[config.mk]
export PLATFORM = sky130hd
export DESIGN_NAME = http_header_line_splitter_unit
export DESIGN_NICKNAME = d
export VERILOG_FILES = /design/src/hdl/hhls_pkg.sv /design/src/hdl/hhls_front.sv /design/src/hdl/hhls_queue.sv /design/src/hdl/hhls_back.sv /design/src/hdl/http_header_line_splitter_unit.sv
export SDC_FILE = /design/constraint.sdc
export NUM_CORES = 1
export LEC_CHECK = 0
export BUFFER_PORTS_ARGS = -buffer_cell sky130_fd_sc_hd__buf_4
export CORE_UTILIZATION = 56
export DETAILED_ROUTE_END_ITERATION = 6
export HOLD_SLACK_MARGIN = 0.02
export PLACE_DENSITY_LB_ADDON = 0.1
export SYNTH_ARGS = -nofsm -noshare
export SYNTH_HDL_FRONTEND = slang
export SYNTH_HIERARCHICAL = 1
export SYNTH_SLANG_ARGS = --single-unit
export TNS_END_PERCENT = 20
[constraint.sdc]
create_clock -name clk -period 7.2 [get_ports clk]
set_input_delay 1.08 -clock clk [delete_from_list [all_inputs] [get_ports clk]]
set_output_delay 1.08 -clock clk [all_outputs]
set_load 0.02 [all_outputs]
[src/hdl/hhls_pkg.sv]
`timescale 1ns / 1ps
// Package for the HTTP header line splitter: item types, byte codes,
// register indexes and small helper functions. No dependencies.
package hhls_pkg;

  // Block offsets are 16 bits and saturate at the largest block size
  localparam int POS_W = 16;
  localparam logic [POS_W-1:0] BLOCK_BYTES_MAX = 16'hFFFF;

  // Byte codes
  localparam logic [7:0] CH_CR    = 8'h0D;
  localparam logic [7:0] CH_LF    = 8'h0A;
  localparam logic [7:0] CH_COLON = 8'h3A;
  localparam logic [7:0] CH_SP    = 8'h20;
  localparam logic [7:0] CH_TAB   = 8'h09;

  // Record kinds
  localparam logic KIND_LINE    = 1'b0;
  localparam logic KIND_SUMMARY = 1'b1;

  // Configuration port
  localparam int CFG_INDEX_W = 2;
  localparam int CFG_DATA_W  = 16;
  localparam logic [CFG_INDEX_W-1:0] REG_MAX_LINE_LENGTH = 2'd0;
  localparam logic [CFG_INDEX_W-1:0] REG_MAX_LINE_COUNT  = 2'd1;
  localparam logic [CFG_DATA_W-1:0]  MAX_LINE_LENGTH_RESET = 16'd4096;
  localparam logic [CFG_DATA_W-1:0]  MAX_LINE_COUNT_RESET  = 16'd200;

  // Queue between the scanner and the record builder
  localparam int QUEUE_DEPTH = 4;
  localparam int QUEUE_PTR_W = 2;
  localparam int QUEUE_CNT_W = 3;

  // Input item
  typedef struct packed {
    logic [7:0] byte_value;
    logic       last_byte;
    logic       discard_unterminated_tail;
  } in_item_t;

  // Result item
  typedef struct packed {
    logic             record_kind;
    logic [POS_W-1:0] line_start;
    logic [POS_W-1:0] line_length;
    logic [POS_W-1:0] colon_offset;
    logic             no_colon;
    logic             line_too_long;
    logic             line_wrapped;
    logic             name_whitespace;
    logic [POS_W-1:0] line_count;
    logic             too_many_lines;
    logic [POS_W-1:0] longest_line;
    logic             last_result;
  } result_t;

  // Raw description of one finished line, as the scanner sees it
  typedef struct packed {
    logic [POS_W-1:0] start_pos;
    logic [POS_W-1:0] end_pos;
    logic             colon_seen;
    logic [POS_W-1:0] colon_pos;
    logic             wrapped;
    logic             space_in_name;
  } line_desc_t;

  // Work for one byte: a line closed by a terminator, a tail line at the
  // end of the block, and the block summary, in that order
  typedef struct packed {
    logic       term_valid;
    line_desc_t term_line;
    logic       tail_valid;
    line_desc_t tail_line;
    logic       summary_valid;
  } queue_entry_t;

  function automatic logic is_crlf(input logic [7:0] b);
    return (b == CH_CR) || (b == CH_LF);
  endfunction

  function automatic logic is_sptab(input logic [7:0] b);
    return (b == CH_SP) || (b == CH_TAB);
  endfunction

  // Offset minus a small count, clamped at zero
  function automatic logic [POS_W-1:0] end_before(input logic [POS_W-1:0] p,
                                                  input logic [1:0] c);
    logic [POS_W-1:0] cw;
    cw = {{(POS_W-2){1'b0}}, c};
    return (p > cw) ? (p - cw) : '0;
  endfunction

endpackage

[src/hdl/hhls_front.sv]
`timescale 1ns / 1ps
// Front end of the line splitter: scans one byte per cycle while q_full
// is low, tracks line boundaries and folds, and queues raw line work. Uses hhls_pkg.
module hhls_front (
  input  logic                  clk,
  input  logic                  rst,
  input  logic                  push,
  input  hhls_pkg::in_item_t    item,
  input  logic                  q_full,
  output logic                  q_wr,
  output hhls_pkg::queue_entry_t q_data
);

  // Scanner state
  logic [hhls_pkg::POS_W-1:0] position, position_next;
  logic [1:0]                 la_count, la_count_next;
  logic                       la_cr, la_cr_next;
  logic                       in_sep, in_sep_next;
  logic [hhls_pkg::POS_W-1:0] cur_start, cur_start_next;
  logic                       colon_seen, colon_seen_next;
  logic [hhls_pkg::POS_W-1:0] colon_pos, colon_pos_next;
  logic                       wrap_seen, wrap_seen_next;
  logic                       space_in_name, space_in_name_next;

  logic                       accept;
  logic [7:0]                 b;
  logic                       b_crlf, b_sptab, b_colon;
  logic                       start_new;
  logic [hhls_pkg::POS_W-1:0] pos_inc;
  logic [1:0]                 tail_sub;

  assign accept  = push && !q_full;
  assign b       = item.byte_value;
  assign b_crlf  = hhls_pkg::is_crlf(b);
  assign b_sptab = hhls_pkg::is_sptab(b);
  assign b_colon = (b == hhls_pkg::CH_COLON);
  assign pos_inc = (position == hhls_pkg::BLOCK_BYTES_MAX) ? position : position + 1'b1;

  // Classify the byte and work out the next scanner state
  always_comb begin
    position_next      = pos_inc;
    la_count_next      = la_count;
    la_cr_next         = la_cr;
    in_sep_next        = in_sep;
    cur_start_next     = cur_start;
    colon_seen_next    = colon_seen;
    colon_pos_next     = colon_pos;
    wrap_seen_next     = wrap_seen;
    space_in_name_next = space_in_name;
    start_new          = 1'b0;
    q_data             = '0;

    // Line closed by its terminator, described from the current state
    q_data.term_line.start_pos     = cur_start;
    q_data.term_line.end_pos       = hhls_pkg::end_before(position, la_count);
    q_data.term_line.colon_seen    = colon_seen;
    q_data.term_line.colon_pos     = colon_pos;
    q_data.term_line.wrapped       = wrap_seen;
    q_data.term_line.space_in_name = space_in_name;

    if (in_sep) begin
      start_new = !b_crlf;
    end else if (la_count == 2'd0) begin
      if (b_crlf) begin
        la_cr_next    = (b == hhls_pkg::CH_CR);
        la_count_next = 2'd1;
      end else if (!colon_seen) begin
        if (b_colon) begin
          colon_seen_next = 1'b1;
          colon_pos_next  = position;
        end else if (b_sptab) begin
          space_in_name_next = 1'b1;
        end
      end
    end else if (b_sptab) begin
      // fold: pending CR/LF and this blank join the line
      if (!colon_seen) begin
        space_in_name_next = 1'b1;
      end
      wrap_seen_next = 1'b1;
      la_count_next  = 2'd0;
    end else if (la_count == 2'd1 && la_cr && b == hhls_pkg::CH_LF) begin
      la_count_next = 2'd2;
    end else begin
      q_data.term_valid = 1'b1;
      in_sep_next       = 1'b1;
      la_count_next     = 2'd0;
      start_new         = !b_crlf;
    end

    if (start_new) begin
      in_sep_next        = 1'b0;
      cur_start_next     = position;
      colon_seen_next    = b_colon;
      colon_pos_next     = b_colon ? position : '0;
      wrap_seen_next     = 1'b0;
      space_in_name_next = b_sptab;
      la_count_next      = 2'd0;
    end

    // Tail line at the end of the block, from the updated state
    tail_sub = (la_count_next != 2'd0) ? la_count_next : {1'b0, b_crlf};
    q_data.tail_valid = item.last_byte && !in_sep_next &&
                        (la_count_next != 2'd0 || b_crlf ||
                         !item.discard_unterminated_tail);
    q_data.tail_line.start_pos     = cur_start_next;
    q_data.tail_line.end_pos       = hhls_pkg::end_before(pos_inc, tail_sub);
    q_data.tail_line.colon_seen    = colon_seen_next;
    q_data.tail_line.colon_pos     = colon_pos_next;
    q_data.tail_line.wrapped       = wrap_seen_next;
    q_data.tail_line.space_in_name = space_in_name_next;
    q_data.summary_valid           = item.last_byte;

    // End of block: back to the opening state
    if (item.last_byte) begin
      position_next      = '0;
      la_count_next      = 2'd0;
      la_cr_next         = 1'b0;
      in_sep_next        = 1'b1;
      cur_start_next     = '0;
      colon_seen_next    = 1'b0;
      colon_pos_next     = '0;
      wrap_seen_next     = 1'b0;
      space_in_name_next = 1'b0;
    end
  end

  assign q_wr = accept && (q_data.term_valid || q_data.tail_valid || q_data.summary_valid);

  always_ff @(posedge clk) begin
    if (rst) begin
      position      <= '0;
      la_count      <= 2'd0;
      la_cr         <= 1'b0;
      in_sep        <= 1'b1;
      cur_start     <= '0;
      colon_seen    <= 1'b0;
      colon_pos     <= '0;
      wrap_seen     <= 1'b0;
      space_in_name <= 1'b0;
    end else if (accept) begin
      position      <= position_next;
      la_count      <= la_count_next;
      la_cr         <= la_cr_next;
      in_sep        <= in_sep_next;
      cur_start     <= cur_start_next;
      colon_seen    <= colon_seen_next;
      colon_pos     <= colon_pos_next;
      wrap_seen     <= wrap_seen_next;
      space_in_name <= space_in_name_next;
    end
  end

`ifndef NO_ASSERTIONS
  // between lines nothing is pending
  a_sep_no_pending: assert property (@(posedge clk) disable iff (rst)
    in_sep |-> la_count == 2'd0)
    else $error("pending CR/LF while between lines");

  // at most CR LF is ever pending
  a_pending_bound: assert property (@(posedge clk) disable iff (rst)
    la_count != 2'd3)
    else $error("pending count out of range");

  // the last byte of a block restarts the scanner
  a_block_restart: assert property (@(posedge clk) disable iff (rst)
    accept && item.last_byte |=> in_sep && position == '0)
    else $error("scanner not cleared after block end");
`endif

endmodule

[src/hdl/hhls_queue.sv]
`timescale 1ns / 1ps
// Short queue of per-byte line work between scanner and record builder.
// Uses hhls_pkg for the entry type and depth.
module hhls_queue (
  input  logic                   clk,
  input  logic                   rst,
  input  logic                   wr,
  input  hhls_pkg::queue_entry_t wdata,
  output logic                   full,
  input  logic                   rd,
  output hhls_pkg::queue_entry_t rdata,
  output logic                   empty
);

  hhls_pkg::queue_entry_t mem [hhls_pkg::QUEUE_DEPTH];
  logic [hhls_pkg::QUEUE_PTR_W-1:0] wr_ptr, rd_ptr;
  logic [hhls_pkg::QUEUE_CNT_W-1:0] count;
  logic                             do_wr, do_rd;

  assign full  = (count == hhls_pkg::QUEUE_CNT_W'(hhls_pkg::QUEUE_DEPTH));
  assign empty = (count == '0);
  assign do_wr = wr && !full;
  assign do_rd = rd && !empty;
  assign rdata = mem[rd_ptr];

  // storage
  always_ff @(posedge clk) begin
    if (do_wr) begin
      mem[wr_ptr] <= wdata;
    end
  end

  // pointers and fill level
  always_ff @(posedge clk) begin
    if (rst) begin
      wr_ptr <= '0;
      rd_ptr <= '0;
      count  <= '0;
    end else begin
      if (do_wr) begin
        wr_ptr <= wr_ptr + 1'b1;
      end
      if (do_rd) begin
        rd_ptr <= rd_ptr + 1'b1;
      end
      case ({do_wr, do_rd})
        2'b10:   count <= count + 1'b1;
        2'b01:   count <= count - 1'b1;
        default: count <= count;
      endcase
    end
  end

endmodule

[src/hdl/hhls_back.sv]
`timescale 1ns / 1ps
// Back end of the line splitter: turns queued line work into records one a
// cycle unless the output stalls on pop, keeps the block counters and the registers. Uses hhls_pkg.
module hhls_back (
  input  logic                                   clk,
  input  logic                                   rst,
  input  logic                                   cfg_we,
  input  logic [hhls_pkg::CFG_INDEX_W-1:0]       cfg_index,
  input  logic [hhls_pkg::CFG_DATA_W-1:0]        cfg_data,
  input  logic                                   q_empty,
  input  hhls_pkg::queue_entry_t                 q_data,
  output logic                                   q_rd,
  input  logic                                   pop,
  output logic                                   empty,
  output hhls_pkg::result_t                      result
);

  logic [hhls_pkg::CFG_DATA_W-1:0] max_line_length, max_line_count;
  logic [hhls_pkg::POS_W-1:0]      lines, longest;
  logic [2:0]                      done;
  logic                            out_valid;

  logic [2:0]                 avail, remaining, pick;
  logic                       advance, emit;
  hhls_pkg::line_desc_t       d;
  logic [hhls_pkg::POS_W-1:0] len, craw, coff;
  hhls_pkg::result_t          result_next;

  // Records still owed for the entry at the head of the queue
  assign avail     = q_empty ? 3'b000 :
                     {q_data.summary_valid, q_data.tail_valid, q_data.term_valid};
  assign remaining = avail & ~done;
  assign advance   = !out_valid || pop;

  always_comb begin
    if (remaining[0]) begin
      pick = 3'b001;
    end else if (remaining[1]) begin
      pick = 3'b010;
    end else if (remaining[2]) begin
      pick = 3'b100;
    end else begin
      pick = 3'b000;
    end
  end

  assign emit = advance && (pick != 3'b000);
  assign q_rd = advance && !q_empty && ((remaining & ~pick) == 3'b000);

  // Line arithmetic
  assign d    = pick[0] ? q_data.term_line : q_data.tail_line;
  assign len  = (d.end_pos > d.start_pos) ? d.end_pos - d.start_pos : '0;
  assign craw = (d.colon_pos > d.start_pos) ? d.colon_pos - d.start_pos : '0;
  assign coff = d.colon_seen ? ((craw > len) ? len : craw) : '0;

  // Build the record
  always_comb begin
    result_next = '0;
    if (pick[2]) begin
      result_next.record_kind    = hhls_pkg::KIND_SUMMARY;
      result_next.line_count     = lines;
      result_next.too_many_lines = (lines > max_line_count);
      result_next.longest_line   = longest;
      result_next.last_result    = 1'b1;
    end else begin
      result_next.record_kind     = hhls_pkg::KIND_LINE;
      result_next.line_start      = d.start_pos;
      result_next.line_length     = len;
      result_next.colon_offset    = coff;
      result_next.no_colon        = !d.colon_seen;
      result_next.line_too_long   = (len > max_line_length);
      result_next.line_wrapped    = d.wrapped;
      result_next.name_whitespace = d.colon_seen && d.space_in_name;
    end
  end

  // Output register
  always_ff @(posedge clk) begin
    if (emit) begin
      result <= result_next;
    end
  end

  assign empty = !out_valid;

  // Control, counters and registers
  always_ff @(posedge clk) begin
    if (rst) begin
      out_valid       <= 1'b0;
      done            <= 3'b000;
      lines           <= '0;
      longest         <= '0;
      max_line_length <= hhls_pkg::MAX_LINE_LENGTH_RESET;
      max_line_count  <= hhls_pkg::MAX_LINE_COUNT_RESET;
    end else begin
      if (advance) begin
        out_valid <= emit;
      end
      if (q_rd) begin
        done <= 3'b000;
      end else if (emit) begin
        done <= done | pick;
      end
      if (emit) begin
        if (pick[2]) begin
          lines   <= '0;
          longest <= '0;
        end else begin
          if (lines != '1) begin
            lines <= lines + 1'b1;
          end
          if (len > longest) begin
            longest <= len;
          end
        end
      end
      if (cfg_we) begin
        case (cfg_index)
          hhls_pkg::REG_MAX_LINE_LENGTH: max_line_length <= cfg_data;
          hhls_pkg::REG_MAX_LINE_COUNT:  max_line_count  <= cfg_data;
          default: ;
        endcase
      end
    end
  end

`ifndef NO_ASSERTIONS
  // only records the entry really holds are marked delivered
  a_done_subset: assert property (@(posedge clk) disable iff (rst)
    !q_empty |-> (done & ~avail) == 3'b000)
    else $error("delivered mark on a record the entry lacks");

  // a summary closes the block counters
  a_summary_clears: assert property (@(posedge clk) disable iff (rst)
    emit && pick[2] |=> lines == '0 && longest == '0)
    else $error("block counters not cleared after summary");

  // nothing is taken from an empty queue
  a_no_underflow: assert property (@(posedge clk) disable iff (rst)
    q_rd |-> !q_empty)
    else $error("queue read while empty");
`endif

endmodule

[src/hdl/http_header_line_splitter_unit.sv]
`timescale 1ns / 1ps
// Top level of the HTTP header line splitter: scanner, work queue and
// record builder. Uses hhls_pkg, hhls_front, hhls_queue and hhls_back.
//
//   Channel   Handshake          Payload
//   input     push / full        item   (byte_value, last_byte, discard tail)
//   result    empty / pop        result (line record or block summary)
//   config    cfg_we             cfg_index, cfg_data (16 bits)
//
// One byte is taken every cycle while full is low; the scanner state advances
// in that cycle. A byte yields zero to three records (line closed, tail
// line, summary); the record builder hands out one per cycle while pop keeps
// up, so bytes that yield several records are absorbed by the four-entry
// work queue, and full rises when it fills. Reset is synchronous; no clearing
// pass. A stall on pop backs up through the output register into the queue.
module http_header_line_splitter_unit (
  input  logic                             clk,
  input  logic                             rst,
  input  logic                             push,
  output logic                             full,
  input  hhls_pkg::in_item_t               item,
  output logic                             empty,
  input  logic                             pop,
  output hhls_pkg::result_t                result,
  input  logic                             cfg_we,
  input  logic [hhls_pkg::CFG_INDEX_W-1:0] cfg_index,
  input  logic [hhls_pkg::CFG_DATA_W-1:0]  cfg_data
);

  logic                   q_wr, q_rd, q_full, q_empty;
  hhls_pkg::queue_entry_t q_wdata, q_rdata;

  assign full = q_full;

  // byte scanner
  hhls_front u_front (
    .clk    (clk),
    .rst    (rst),
    .push   (push),
    .item   (item),
    .q_full (q_full),
    .q_wr   (q_wr),
    .q_data (q_wdata)
  );

  // work queue
  hhls_queue u_queue (
    .clk   (clk),
    .rst   (rst),
    .wr    (q_wr),
    .wdata (q_wdata),
    .full  (q_full),
    .rd    (q_rd),
    .rdata (q_rdata),
    .empty (q_empty)
  );

  // record builder
  hhls_back u_back (
    .clk       (clk),
    .rst       (rst),
    .cfg_we    (cfg_we),
    .cfg_index (cfg_index),
    .cfg_data  (cfg_data),
    .q_empty   (q_empty),
    .q_data    (q_rdata),
    .q_rd      (q_rd),
    .pop       (pop),
    .empty     (empty),
    .result    (result)
  );

endmodule
==> results of run 1 <==
[through the flow]
stage	instance area [µm²]	setup WS [ns]	hold WS, ns	util (%)	total power [mW]
6_report	33000	0.556	0.455	64.2	13.2
5_1_grt	33000	0.0639	0.477	64.2	13.9
4_1_cts	33000	0.129	0.459	64.1	13.2
3_5_place_dp	30900	0.168	0.451	59.9	9.80
3_3_place_gp	30900	0.408	0.448	59.9	9.79
2_1_floorplan	29400	1.31	0.436	-	8.18
[path summary, 6_finish.rpt]
check | from | to | slack [ns] | cells past startpoint
max | register | u_back/longest[12] | 0.56 | 20
min | u_back/max_line_count[12] | u_back/max_line_count[12] | 0.45 | 2
min reg2reg | u_back/max_line_count[12] | u_back/max_line_count[12] | 0.45 | 2
max reg2reg | register | u_back/longest[12] | 0.56 | 20
[flip-flops by register name, summed over array words and instances (netlist names), 3 cells and up, named ones only]
register,count
u_queue/mem,420
u_back/result,86
u_back/lines,16
u_back/longest,16
u_back/max_line_count,16
u_back/max_line_length,16
u_front/colon_pos,16
u_front/cur_start,16
u_front/position,16
u_back/done,3
u_queue/count,3
[logic make-up after synthesis]
family          count (synthesis)  synth area share, %
compound gates                361                 8.15
flops                         638                 60.8
xor+xnor                       62                 1.85
mux                           148                 9.61
fa+ha+maj                     112                 4.90
simple gates                  713                 11.5
buf+inv                       209                 3.20
[cell usage in the layout, fill, tap and decap left out, drive strengths merged, types with 7 or more instances in the layout]
cell type | netlist | routed
a211oi | 7 | 7
a21o | 15 | 15
a21oi | 106 | 106
a22o | 32 | 32
a22oi | 39 | 39
a31oi | 11 | 11
and2 | 26 | 26
and3 | 13 | 13
and4 | 7 | 7
buf | 48 | 153
clkbuf | 70 | 99
clkinv | 0 | 18
dfxtp | 132 | 132
edfxtp | 506 | 506
ha | 107 | 107
inv | 91 | 95
mux2 | 20 | 20
mux2i | 23 | 23
mux4 | 105 | 105
nand2 | 230 | 230
nand2b | 15 | 15
nand3 | 24 | 24
nand3b | 7 | 7
nand4 | 35 | 35
nor2 | 231 | 231
nor2b | 16 | 16
nor3 | 37 | 37
nor3b | 8 | 8
nor4 | 18 | 18
o211ai | 7 | 7
o21a | 16 | 16
o21ai | 56 | 56
o22ai | 18 | 18
or2 | 10 | 10
or3 | 19 | 19
xnor2 | 32 | 32
xor2 | 30 | 30
[what timing repair did]
| item | 4_1_cts | 5_1_grt |
|---|---|---|
| resized for setup | 0 | 2 |
| hold buffers | 0 | 0 |
| endpoints found under the setup margin | 0 | 27 |
[tightest hold or removal path: stages (launching register included)]
cell and delay, ns:
sky130_fd_sc_hd__dfxtp_1 0.31, sky130_fd_sc_hd__nand2_1 0.05, sky130_fd_sc_hd__a21oi_1 0.05
[report_power, final]
group          internal [mW]  switching (mW)
sequential              4.46           0.154
clock                   1.94            1.45
combinational           1.89            3.28
total                   8.30            4.89
[routing by layer]
metal,part of all wire (%),up-vias,GRT usage [%]
li1,-,8646,-
met1,42,9577,38.5
met2,48,791,45.0
met3,6.9,135,4.15
met4,2.8,0,9.11
met5,0,-,0
[final cells by class]
cell class,count,area (µm²)
diodes,1,2.50
clock buffers,99,1910
clock inverters,25,268
fillers,3886,18500
inverters,91,342
multi-input cells,1396,10600
flip-flops and latches,638,17800
well taps,680,851
repair buffers,153,1210
==> results.md, run 1 <==
Worst setup path:
- In this run the worst path has a maximum fanout of 18.
- The critical setup path kind is register to register.
- Traced cell by cell, the critical path runs through mux4_2 -> nand2b_1 -> or2_2 -> buf_4 -> mux2i_1 -> ha_1 -> a21oi_1 -> o21ai_0 -> o41ai_1 -> o21a_1 -> or2_1 -> or3_4 -> inv_2 -> ha_1 -> nand4_1 -> a2111o_1 -> nand4_1 -> and3_1 -> nand2_1 -> o31ai_1.
- Data on the critical path is required at its endpoint by 7.72 ns.
- The maximum cell stage delay along the critical path is 0.54 ns.
- At the worst endpoint, the arrival time is 7.17 ns.
- Broken down by cell family, the worst path's largest delay share belongs to simple AND/OR/NAND/NOR gates.
- The count of buffer and inverter cells on the critical path is 2.
- The largest individual stage delay along the critical path comes from the cell sky130_fd_sc_hd__mux4_2.
- The worst setup path is captured at a register.
- STA classifies the critical path startpoint as a register.

Synth:
- The dominant register cell in the synthesized netlist is sky130_fd_sc_hd__edfxtp_1.
- After synthesis, the share of flip-flops with an asynchronous set or reset is 0%.
- Counting instances in the post-synthesis netlist gives the leading cell types as sky130_fd_sc_hd__edfxtp_1 (506), sky130_fd_sc_hd__nand2_1 (229), sky130_fd_sc_hd__nor2_1 (229).
- The yosys synthesis warning count is 6.
- In this run, synthesis inferred just over 500 flip-flops with an integrated enable.
- The net count of the mapped netlist is roughly 2,400.
- The fraction of the yosys area taken by sequential cells is just over 60%.
- Synthesis produced a netlist whose cell count is 2,243.
- Counting flops and latches in the post-synthesis netlist gives ~640.
- The fraction of synthesized cell area taken by the top area cell type is 51.8%.
- In this run the mean area of a mapped cell was about 13 µm².
- The netlist area before placement is about 29,000 µm².
- The most common cell in the synthesized netlist is sky130_fd_sc_hd__edfxtp_1.
- The cell accounting for the most synthesized area is sky130_fd_sc_hd__edfxtp_1.
- The number of different library cells in the post-synthesis netlist is 87.
- Sorting the synthesized cells by area gives the leading types as sky130_fd_sc_hd__edfxtp_1 (52%), sky130_fd_sc_hd__dfxtp_1 (9.0%), sky130_fd_sc_hd__mux4_2 (8.1%).

Die:
- For this design the top-level I/O count stands at 122.
- The die footprint is 53,300 µm².
- The placeable core region is 51,500 µm².
- The horizontal die dimension is 231 µm.
- The starting density of the core is 57.0%.
- The height of the die is approximately 230 µm.
- In this run the core area contains 83 standard-cell rows.

STA:
- The final number of setup-violating endpoints is 0.
- In this run the tightest slew margin relative to its limit is 18.3%.
- The number of hold violations in the final report is 0.
- Adding up every negative setup slack in the final design gives 0 ns.
- The number of max-slew violations in the final report came to 0.
- The shortest clock period the worst path allows after layout is between 6 and 7 ns.
- At the pin with the least slew margin, the transition time is 1.22 ns.
- The final critical path takes up 92.3% of the cycle.
- Setup repair after global routing left no endpoint under its margin.
- The maximum operating frequency is 0.151 GHz.
- The final clock skew is around 0.018 ns.

Routing:
- The first-pass iteration count of the detailed router is 6.
- After detailed routing, the number of remaining DRC violations is 0.
- The starting DRC count in detailed routing is approximately 1,700.
- The remaining antenna violation count after routing is 0.
- The routed layout has between 15,000 and 20,000 vias.
- The number of vias per cell after detailed routing is ~6.2.
- In the final routed layout, each cell accounts on average for about 24 µm.
- The total wire length is 73,400 µm.

Clock tree:
- For the worst-skew pair, the clock arrives at the later sink with an insertion delay of 0.61 ns.
- The number of clock sinks seen by CTS is 638.
- In this run the number of H-tree levels came out at 3.
- The tree is rooted in a sky130_fd_sc_hd__clkbuf_16.
- After clock tree synthesis, the clock-pin slew on the worst setup and hold paths is 0.06 ns.
- TritonCTS built the clock tree.
- The clock passes through at most 3 buffers.
- The number of buffers added by the clock tree synthesis step is 67.
- The post-CTS setup buffer count is 0.

Layout:
- The proportion of layout cells with a drive suffix above 1 is 17.6%.
- After the last flow step, the layout net total stands at 2,492.
- From synthesis to final layout, the design area changed by 12.6%.
- The post-route non-filler standard cell count is 3,083.

Job:
- The number of maximum-capacitance constraint violations is 0.

Global routing:
- For this run, the total global-route usage over all layers was measured as 27.7%.
- The remaining global-route overflow is 0.
- The number of antenna violations at the first check in global routing is 1.
- The first global-routing pass estimated 111,000 µm of wire.
- The pin count of the biggest net entering global routing is 105.
- The via count of the first global-routing pass was 18,700.

Run status:
- The flow ran to the end, and the final reports show no timing, DRC or antenna violations.

Power and ir drop:
- The static power due to leakage is 11.9 nW.
- The power density normalized to cell area is 399 nW/µm².
- The worst-case IR drop observed on VDD is 0.000232 V.

Placement:
- At the end of routability-driven placement, the weighted congestion stood at about 0.9.
- Summed over all nets, the half-perimeter wirelength after detailed placement is 49,000 µm.
- The number of placed instances, taps included is 2,958.
- Port buffering added 121 buffers.

Min path:
- The type of the tightest min-delay check is register to register.
No activity file was read; power rests on OpenSTA's default activity.
==> run 2: changes to the inputs <==
--- a/config.mk
+++ b/config.mk
@@ -6,7 +6,7 @@
 export NUM_CORES = 1
 export LEC_CHECK = 0
 export BUFFER_PORTS_ARGS = -buffer_cell sky130_fd_sc_hd__buf_4
-export CORE_UTILIZATION = 56
+export CORE_UTILIZATION = 65
 export DETAILED_ROUTE_END_ITERATION = 6
 export HOLD_SLACK_MARGIN = 0.02
 export PLACE_DENSITY_LB_ADDON = 0.1
==> constraint.sdc (replaced) <==
create_clock -name clk -period 7.9 [get_ports clk]
set_input_delay 1.185 -clock clk [delete_from_list [all_inputs] [get_ports clk]]
set_output_delay 1.185 -clock clk [all_outputs]
set_load 0.02 [all_outputs]
==> results.md, run 2 (synthesis gave the netlist of run 1 again) <==
Worst setup path:
- The data arrival at the endpoint of the critical path is 7.39 ns (+0.22 ns).
- The data required time at the worst endpoint is 8.42 ns (+0.70 ns).
- The slowest stage of the critical path belongs to the cell sky130_fd_sc_hd__nor2_1.
- The startpoint type of the worst setup path is a register.
- The maximum cell stage delay along the critical path came to 0.81 ns (+0.27 ns).
- The sort of element at the end of the critical path is a register.
- The worst-path maximum fanout is 17 (-1).
- The setup path with the least slack is of type register to register.
- Walking the worst path, the cells encountered are mux4_2 -> nand2b_1 -> or2_2 -> mux2i_1 -> inv_1 -> fa_1 -> nor2b_1 -> o31a_1 -> o21ai_0 -> o21a_1 -> nor2_1 -> nand2_1 -> inv_1 -> ha_1 -> nand4_1 -> a2111o_1 -> nand4_1 -> and3_1 -> nand2_1 -> o31ai_1.

Die:
- The number of standard-cell rows in the floorplan was 77 (-7.2%).
- The number of I/O pins is 122 (unchanged).
- The horizontal die dimension is 215 µm (-7.1%).
- The placeable core region was 44,400 µm² (-14%).
- The height of the die is 215 µm (-7.1%).
- The starting density of the core is 66.1% (+9.1 points).
- The die footprint is 46,000 µm² (-14%).

STA:
- The worst slew margin relative to its limit came to 21.4% (+3.1 points).
- The number of hold violations in the final report came to 0 (unchanged).
- The number of max-slew violations in the final report was 0 (unchanged).
- The shortest clock period the worst path allows after layout is 6.87 ns (+0.225 ns).
- The final clock skew is 0.0199 ns (+0.00217 ns).
- The maximum operating frequency was 0.146 GHz (-3.3%).
- The post-route setup TNS was 0 ns (unchanged).
- The final number of setup-violating endpoints is 0 (unchanged).
- The worst-margin pin slew is 1.18 ns (-0.0491 ns).
- The worst setup margin was 1.03 ns (+0.475 ns).
- The post-route fraction of the period consumed by the critical path was 86.9% (-5.3 points).
- Setup repair after global routing left no endpoint under its margin.

Global routing:
- The global-route wire length before repair is 108,000 µm (-2.8%).
- The total global-route track usage came to 30.8% (+3.1 points).
- The via count of the first global-routing pass is 18,700 (-0.43%).
- The most used routing layer in global routing is met2.
- The met2 track demand over resource is 50.9% (+5.9 points).
- The pin count of the biggest net entering global routing was 91 (-13%).
- The global-route track usage on met3 came to 5.25% (+1.1 points).
- The fraction of met1 tracks used by global routing is 41.5% (+3.1 points).
- The remaining global-route overflow is 0 (unchanged).
- The number of antenna violations at the first check in global routing is 1 (unchanged).

Layout:
- The proportion of layout cells with a drive suffix above 1 is 17.0% (-0.57 points).
- u_queue/mem holds more flip-flops than any other register.
- The total of fill cells in the finished design is 2,863 (-26%).
- The largest registers in the layout are u_queue/mem: 420 flops, u_back/result: 86 flops.
- The flip-flop count of the largest register, all copies and words added was 420 (unchanged).
- The area of all placed cells without fillers is 32,700 µm² (-1.1%).
- The number of nets in the final layout is 2,480 (-0.48%).
- In the layout the commonest cells are sky130_fd_sc_hd__edfxtp_1 (506), sky130_fd_sc_hd__nand2_1 (229), sky130_fd_sc_hd__nor2_1 (228), sky130_fd_sc_hd__buf_4 (145), sky130_fd_sc_hd__dfxtp_1 (130).
- The area growth from synthesis to layout is 11.4%.
- The most common cell after layout, fill and taps aside is sky130_fd_sc_hd__edfxtp_1.

Power and ir drop:
- The power density normalized to cell area is 360 nW/µm² (-9.8%).
- The static power due to leakage came to 11.8 nW (-0.97%).
- The worst ir drop on vdd is 0.000256 V (+11%).

Clock tree:
- TritonCTS built the clock tree.
- The buffer levels on the longest clock path is 3 (unchanged).
- The tree is rooted in a sky130_fd_sc_hd__clkbuf_16.
- The clock-pin transition on the worst setup and hold timing paths is 0.06 ns (about the same).
- The count of hold buffers inserted by post-cts repair is 0 (unchanged).
- The clock insertion delay at the later pin of the skew report is 0.63 ns (+0.02 ns).
- The number of clock sinks seen by CTS is 638 (unchanged).
- The post-CTS setup buffer count is 0 (unchanged).
- The number of H-tree branching levels is 2 (-1).
- The post-cts gate resize count is 0 (unchanged).
- The number of buffers added by the clock tree synthesis step was 61 (-9.0%).

Run status:
- The run finished with clean final reports.

Routing:
- The remaining antenna violation count after routing came to 0 (unchanged).
- The starting DRC count in detailed routing is 2,066 (+19%).
- The post-detailed-route wirelength per cell is 23.6 µm (-0.74%).
- The first-pass iteration count of the detailed router was 5 (-1).
- The total DRC errors in the routed layout was 0 (unchanged).
- The overall via count from detail_route is 19,100 (-0.042%).
- The number of vias per cell after detailed routing is 6.42 (+3.4%).
- The total wire length is 70,500 µm (-4.0%).

Placement:
- The standard cell area after detailed placement is 30,700 µm² (-0.64%).
- The post-detailed-placement half-perimeter wirelength is 46,800 µm (-4.5%).
- The final weighted congestion in routability-driven placement was 0.920 (+0.48%).
- The count of input and output buffers is 121 (unchanged).
- The pre-CTS setup slack is 1.12 ns (+0.953 ns).

Min path:
- The startpoint identified for the worst hold timing path is u_back/max_line_count[5].
- The path class of the tightest hold or removal check is register to register.

Job:
- The number of maximum-capacitance constraint violations is 0 (unchanged).
-- run 2: changes by cell type in the layout (fill, tap and decap cells not counted), moves of 3 or more --
cell	before	now
sky130_fd_sc_hd__clkinv_1	2	5
sky130_fd_sc_hd__buf_4	148	145
sky130_fd_sc_hd__buf_12	5	2
sky130_fd_sc_hd__clkbuf_16	67	64
sky130_fd_sc_hd__clkbuf_1	21	18
sky130_fd_sc_hd__clkinv_8	3	0
-- run 2: area by class of cell --
cell class	count	area, µm²	area share (%)
clock buffers	92	1810	5.53
diodes	1	2.50	0.00765
repair buffers	147	1130	3.45
inverters	91	342	1.04
well taps	592	741	2.27
flip-flops and latches	638	17800	54.6
multi-input cells	1396	10600	32.5
clock inverters	24	213	0.651
-- run 2: worst max-delay path, delay by kind of cell (launching register included) --
kind,cells,cell delay (ns)
buffers and inverters,2,0.36
muxes,2,1.00
and+or+nand+nor,9,2.83
AOI/OAI and AO/OA,5,1.30
adders and majority gates,2,0.67
DFF,1,0.57
-- run 2: report_power, final --
part           internal [mW]  total, mW  switching [mW]
combinational           1.72       4.64            2.92
clock                   1.68       2.91            1.23
sequential              4.07       4.21           0.147
-- run 2: layer usage --
metal	up-vias	share of wire (%)
li1	8606	-
met1	9494	40
met2	891	49
met3	150	7.8
met4	0	3.4
met5	-	0
-- run 2: final timing paths --
check	to	slack, ns	cells past startpoint
max	u_back/longest[12]	1.03	20
min	u_back/max_line_count[5]	0.46	2
max reg2reg	u_back/longest[12]	1.03	20
min reg2reg	u_back/max_line_count[5]	0.46	2
-- run 2: per-stage QoR --
| step | hold slack (ns) | util, % | power [mW] | std cells |
|---|---|---|---|---|
| after floorplan | 0.436 | - | 7.47 | 2243 |
| after global placement | 0.448 | 69.1 | 8.77 | 2864 |
| after detailed placement | 0.450 | 69.1 | 8.85 | 2864 |
| after CTS | 0.458 | 73.6 | 11.8 | 2980 |
| after global routing | 0.474 | 73.6 | 12.4 | 2980 |
| final | 0.457 | 73.6 | 11.8 | 2981 |
